`src/ldab_pkg.sv`:
```
`timescale 1ns / 1ps
`default_nettype none
// ----------------------------------------------------------------------------
// Line draw and alpha blend: shared package
// Sizes, operation and register codes, and the command and status bundles
// that pass between the controller and the datapath.
// ----------------------------------------------------------------------------
package ldab_pkg;

  localparam int MAX_WIDTH  = 256;
  localparam int MAX_HEIGHT = 256;
  localparam int COORD_BITS = 16;

  localparam int FB_DEPTH  = MAX_WIDTH * MAX_HEIGHT;
  localparam int ADDR_W    = $clog2(FB_DEPTH);
  localparam int ERR_W     = COORD_BITS + 3;
  localparam int LIM_W     = COORD_BITS + 6;
  localparam int DIM_W     = 9;
  localparam int CH_W      = 8;
  localparam int PIX_W     = 4 * CH_W;
  localparam int CFG_W     = 9;
  localparam int CFG_IDX_W = 3;
  localparam int OP_W      = 2;

  localparam logic [OP_W-1:0] OP_CLEAR = 2'd0;
  localparam logic [OP_W-1:0] OP_DRAW  = 2'd1;
  localparam logic [OP_W-1:0] OP_READ  = 2'd2;

  localparam logic [CFG_IDX_W-1:0] REG_VIEW_WIDTH  = 3'd0;
  localparam logic [CFG_IDX_W-1:0] REG_VIEW_HEIGHT = 3'd1;
  localparam logic [CFG_IDX_W-1:0] REG_COLOR_RED   = 3'd2;
  localparam logic [CFG_IDX_W-1:0] REG_COLOR_GREEN = 3'd3;
  localparam logic [CFG_IDX_W-1:0] REG_COLOR_BLUE  = 3'd4;
  localparam logic [CFG_IDX_W-1:0] REG_COLOR_ALPHA = 3'd5;

  typedef struct packed {
    logic [DIM_W-1:0] view_width;
    logic [DIM_W-1:0] view_height;
    logic [CH_W-1:0]  red;
    logic [CH_W-1:0]  green;
    logic [CH_W-1:0]  blue;
    logic [CH_W-1:0]  alpha;
  } cfg_t;

  typedef struct packed {
    logic load;
    logic clr_write;
    logic pix_read;
    logic pix_write;
    logic step;
    logic res_load;
    logic res_is_read;
  } cmd_t;

  typedef struct packed {
    logic clr_last;
    logic in_view;
    logic at_end;
  } sts_t;

endpackage
`default_nettype wire

```
`src/ldab_ctrl.sv`:
```
`timescale 1ns / 1ps
`default_nettype none
// ----------------------------------------------------------------------------
// Line draw and alpha blend: controller
// Sequences the clearing sweep, the line walk, pixel reads and the hand-over
// of each result to the output register.
// ----------------------------------------------------------------------------
module ldab_ctrl (
  input  wire logic                      clk,
  input  wire logic                      rst,
  input  wire logic                      in_valid,
  output logic                           in_ready,
  input  wire logic [ldab_pkg::OP_W-1:0] op,
  output logic                           out_valid,
  input  wire logic                      out_ready,
  output ldab_pkg::cmd_t                 cmd,
  input  wire ldab_pkg::sts_t            sts
);
  import ldab_pkg::*;

  localparam logic [2:0] S_INIT = 3'd0;
  localparam logic [2:0] S_IDLE = 3'd1;
  localparam logic [2:0] S_CLR  = 3'd2;
  localparam logic [2:0] S_DRAW = 3'd3;
  localparam logic [2:0] S_WR   = 3'd4;
  localparam logic [2:0] S_READ = 3'd5;
  localparam logic [2:0] S_DONE = 3'd6;

  logic [2:0]      state;
  logic [2:0]      state_next;
  logic [OP_W-1:0] op_q;
  logic            out_free;

  assign out_free = !out_valid || out_ready;
  assign in_ready = (state == S_IDLE);

  always_comb begin
    cmd        = '0;
    state_next = state;
    unique case (state)
      S_INIT: begin
        cmd.clr_write = 1'b1;
        if (sts.clr_last) begin
          state_next = S_IDLE;
        end
      end
      S_IDLE: begin
        if (in_valid) begin
          cmd.load = 1'b1;
          unique case (op)
            OP_CLEAR: state_next = S_CLR;
            OP_DRAW:  state_next = S_DRAW;
            OP_READ:  state_next = S_READ;
            default:  state_next = S_DONE;
          endcase
        end
      end
      S_CLR: begin
        cmd.clr_write = 1'b1;
        if (sts.clr_last) begin
          state_next = S_DONE;
        end
      end
      S_DRAW: begin
        if (sts.in_view) begin
          cmd.pix_read = 1'b1;
          state_next   = S_WR;
        end else if (sts.at_end) begin
          state_next = S_DONE;
        end else begin
          cmd.step = 1'b1;
        end
      end
      S_WR: begin
        cmd.pix_write = 1'b1;
        if (sts.at_end) begin
          state_next = S_DONE;
        end else begin
          cmd.step   = 1'b1;
          state_next = S_DRAW;
        end
      end
      S_READ: begin
        cmd.pix_read = 1'b1;
        state_next   = S_DONE;
      end
      S_DONE: begin
        if (out_free) begin
          cmd.res_load    = 1'b1;
          cmd.res_is_read = (op_q == OP_READ);
          state_next      = S_IDLE;
        end
      end
      default: state_next = S_IDLE;
    endcase
  end

  always_ff @(posedge clk) begin
    if (rst) begin
      state     <= S_INIT;
      op_q      <= OP_CLEAR;
      out_valid <= 1'b0;
    end else begin
      state <= state_next;
      if (cmd.load) begin
        op_q <= op;
      end
      if (cmd.res_load) begin
        out_valid <= 1'b1;
      end else if (out_ready) begin
        out_valid <= 1'b0;
      end
    end
  end

endmodule
`default_nettype wire

```
`config.mk`:
```
export PLATFORM = sky130hd
export DESIGN_NAME = ldab_ctrl
export DESIGN_NICKNAME = d
export VERILOG_FILES = /design/src/ldab_pkg.sv /design/src/ldab_ctrl.sv
export SDC_FILE = /design/constraint.sdc
export NUM_CORES = 1
export LEC_CHECK = 0
export ABC_CLOCK_PERIOD_IN_PS = 1900
export BUFFER_PORTS_ARGS = -buffer_cell sky130_fd_sc_hd__buf_2
export CAP_MARGIN = 25
export CORE_AREA = 8 8 45 47
export CTS_CLUSTER_DIAMETER = 150
export DETAILED_ROUTE_END_ITERATION = 10
export DIE_AREA = 0 0 53 55
export PLACE_DENSITY_LB_ADDON = 0.25
export SKIP_LAST_GASP = 1
export SLEW_MARGIN = 10
export SYNTH_ARGS = -nofsm -noshare
export SYNTH_HDL_FRONTEND = slang
export SYNTH_SLANG_ARGS = --single-unit
```
`constraint.sdc`:
```
create_clock -name clk -period 1.9 [get_ports clk]
set_clock_uncertainty 0.05 [all_clocks]
set_input_delay 0.095 -clock clk [delete_from_list [all_inputs] [get_ports clk]]
set_output_delay 0.095 -clock clk [all_outputs]
set_load 0.005 [all_outputs]
```
==> results.py <==
metrics = {
    "sta": {
        "post-route-period-util": 0.819,
        "fmax_ghz": 0.643,
        "finalHoldViolCount": 0,
        "min_period_ps": 1560,
        "setup_viol": 0,
        "drv_slew": 0,
        "finalSetupTns_ps": 0,
        "worstMarginPinSlew_ps": 365,
        "slew_headroom": 0.757,
        "rsz0062_at_grt": "no",
    },
    "route": {
        "drtAntennaViolNets": 0,
        "wl_met1_um": 501,
        "routed_wirelength_um": 1060,
        "num_vias": 459,
        "routedWlPerCell_um": 11.6,
        "top_layer_used": "met3",
        "drcViolationCount": 0,
        "vias_per_cell": 4.99,
        "wl_met3_um": 112,
        "dr_wl_met2_um": 449,
        "firstDrtPassIters": 4,
        "drt_iter0_drc": 4,
    },
    "floorplan": {
        "io_pins": 18,
        "initial_core_util": 0.346,
        "coreArea_sq_um": 1380,
        "rows": 14,
        "floorplan.die_area_sq_um": 2920,
        "dieHeight_um": 55,
        "fp.dieW_um": 53,
    },
    "clock_tree": {
        "tritoncts": "done",
        "cts_resized": 0,
        "clkTransAtPathRegs_ps": 40,
        "clk_latency_ps": 240,
        "clock_sinks": 6,
        "cts_root_buf": "clkbuf_4",
        "cts_hold_buf": 0,
        "post_cts_buffers": 0,
        "cts_buffers": 3,
        "cts_max_level": 1,
        "clk_path_buf_depth": 2,
    },
    "yosys": {
        "synth.distinct_cells": 31,
        "avgSynthCellArea_sq_um": 7.86,
        "syn_area_sq_um": 479,
        "ys_top_cells_by_area": "dfxtp_1 (25%), ha_1 (7.8%), nor2_1 (7.0%)",
        "yosysMostFrequentCell": "nor2_1",
        "syn_nets": 73,
        "ys_seq_area_frac": 0.251,
        "yosysWarnings": 0,
        "ys_ff_latch": 6,
        "synth_cells": 61,
        "synth_top_area_frac": 0.251,
        "synthArstFlopShare": 0,
        "yosys_most_used_dff": "dfxtp_1",
        "synth_edf_count": 0,
        "synth_largest_area_cell": "dfxtp_1",
        "synthTopCellsByCount": "nor2_1 (9), dfxtp_1 (6), a21oi_1 (4)",
    },
    "final_layout": {
        "area_growth_pct": 19.8,
        "drive_gt1_frac": 0.316,
        "num_antenna_cells": 0,
        "nNetsFinal": 90,
        "post-route-util": 0.415,
    },
    "grt": {
        "track_usage": 0.0787,
        "grt_max_degree": 14,
        "grt_pass1_vias": 400,
        "grt-ovfl-total": 0,
        "grt_pass1_wl_um": 1680,
        "antenna_found_initial": 0,
    },
    "placement": {
        "io_buffers": 17,
        "gp_congestion": 0.736,
        "dp_hpwl_um": 863,
    },
    "job": {
        "maxCapViolations": 0,
    },
    "setup_path": {
        "crit_fanout": 11,
        "required_ps": 1750,
        "end_kind": "output pin",
        "worstPathArrival_ps": 1410,
        "critical_path_class": "flip-flop to output pin",
        "start_kind": "flip-flop",
    },
    "worst_hold_path": {
        "min_path_type": "input port to flip-flop",
    },
    "run_status": {
        "run_status": "finished clean",
    },
    "power": {
        "leakage_nw": 0.279,
        "vdd_drop_max_mv": 0.490,
        "p_per_area_nw_per_um2": 1150,
    },
}
[registers in the layout, indices dropped and copies added (netlist names)]
name	count
op_q	2
out_valid	1
state	3
[area by class of cell]
cell class | count | area, sq um
timing repair buffer | 17 | 85.1
fill | 135 | 810
clock buffer | 3 | 22.5
inverter | 3 | 11.3
tap | 16 | 20.0
sequential | 6 | 120
multi-input combinational | 47 | 315
[layer usage]
| metal | track usage | vias to the layer above |
|---|---|---|
| met4 | 0.0259 | 0 |
| met1 | 0.0944 | 201 |
| met5 | 0 | - |
| li1 | - | 241 |
| met3 | 0.0588 | 0 |
| met2 | 0.105 | 17 |
[cells by family (layout without fill, tap and decap cells)]
kind of cell | Yosys count | after routing | share of synthesized area
adders and majority gates | 3 | 3 | 0.0783
AOI/OAI and AO/OA | 14 | 14 | 0.196
and+or+nand+nor | 27 | 27 | 0.321
buffers and inverters | 8 | 23 | 0.0914
DFF | 6 | 6 | 0.251
muxes | 3 | 3 | 0.0627
[layout by cell type (no fill, tap or decap), drive strengths merged, types with 4 or more instances in the layout]
cell type,count
a21oi,4
buf,17
dfxtp,6
nor2,9
[worst max-delay path, cell delays in order, from the launching register on]
cell and delay [ps]:
dfxtp_1 520, and2b_2 290, a31oi_1 170, nor2_1 60, buf_2 120
[stage by stage]
stage	area [sq um]	setup WS (ps)	power, W	hold WS, ps	std cells
3_5_place_dp	552	529	0.000551	322	89
4_1_cts	574	324	0.000671	72.4	92
6_report	574	345	0.000659	74.2	92
5_1_grt	574	232	0.000728	82.2	92
3_3_place_gp	552	573	0.000554	323	89
2_1_floorplan	479	729	0.000488	171	61
[where the power goes]
group	leakage [nW]	total, W	internal, W	switching [W]
sequential	0.0491	0.000240	0.000162	0.0000783
combinational	0.216	0.000305	0.000171	0.000135
clock	0.0138	0.000114	0.0000712	0.0000428
total	0.279	0.000659	0.000403	0.000256
[worst paths after layout]
kind | endpoint | slack [ps] | startpoint | depth (start not counted)
max reg2reg | op_q[1] | 520 | state[0] | 4
min | out_valid | 70 | rst | 2
min reg2reg | op_q[1] | 440 | op_q[1] | 2
max | cmd[2] | 340 | state[2] | 4
(Power assumes the default switching activity.)
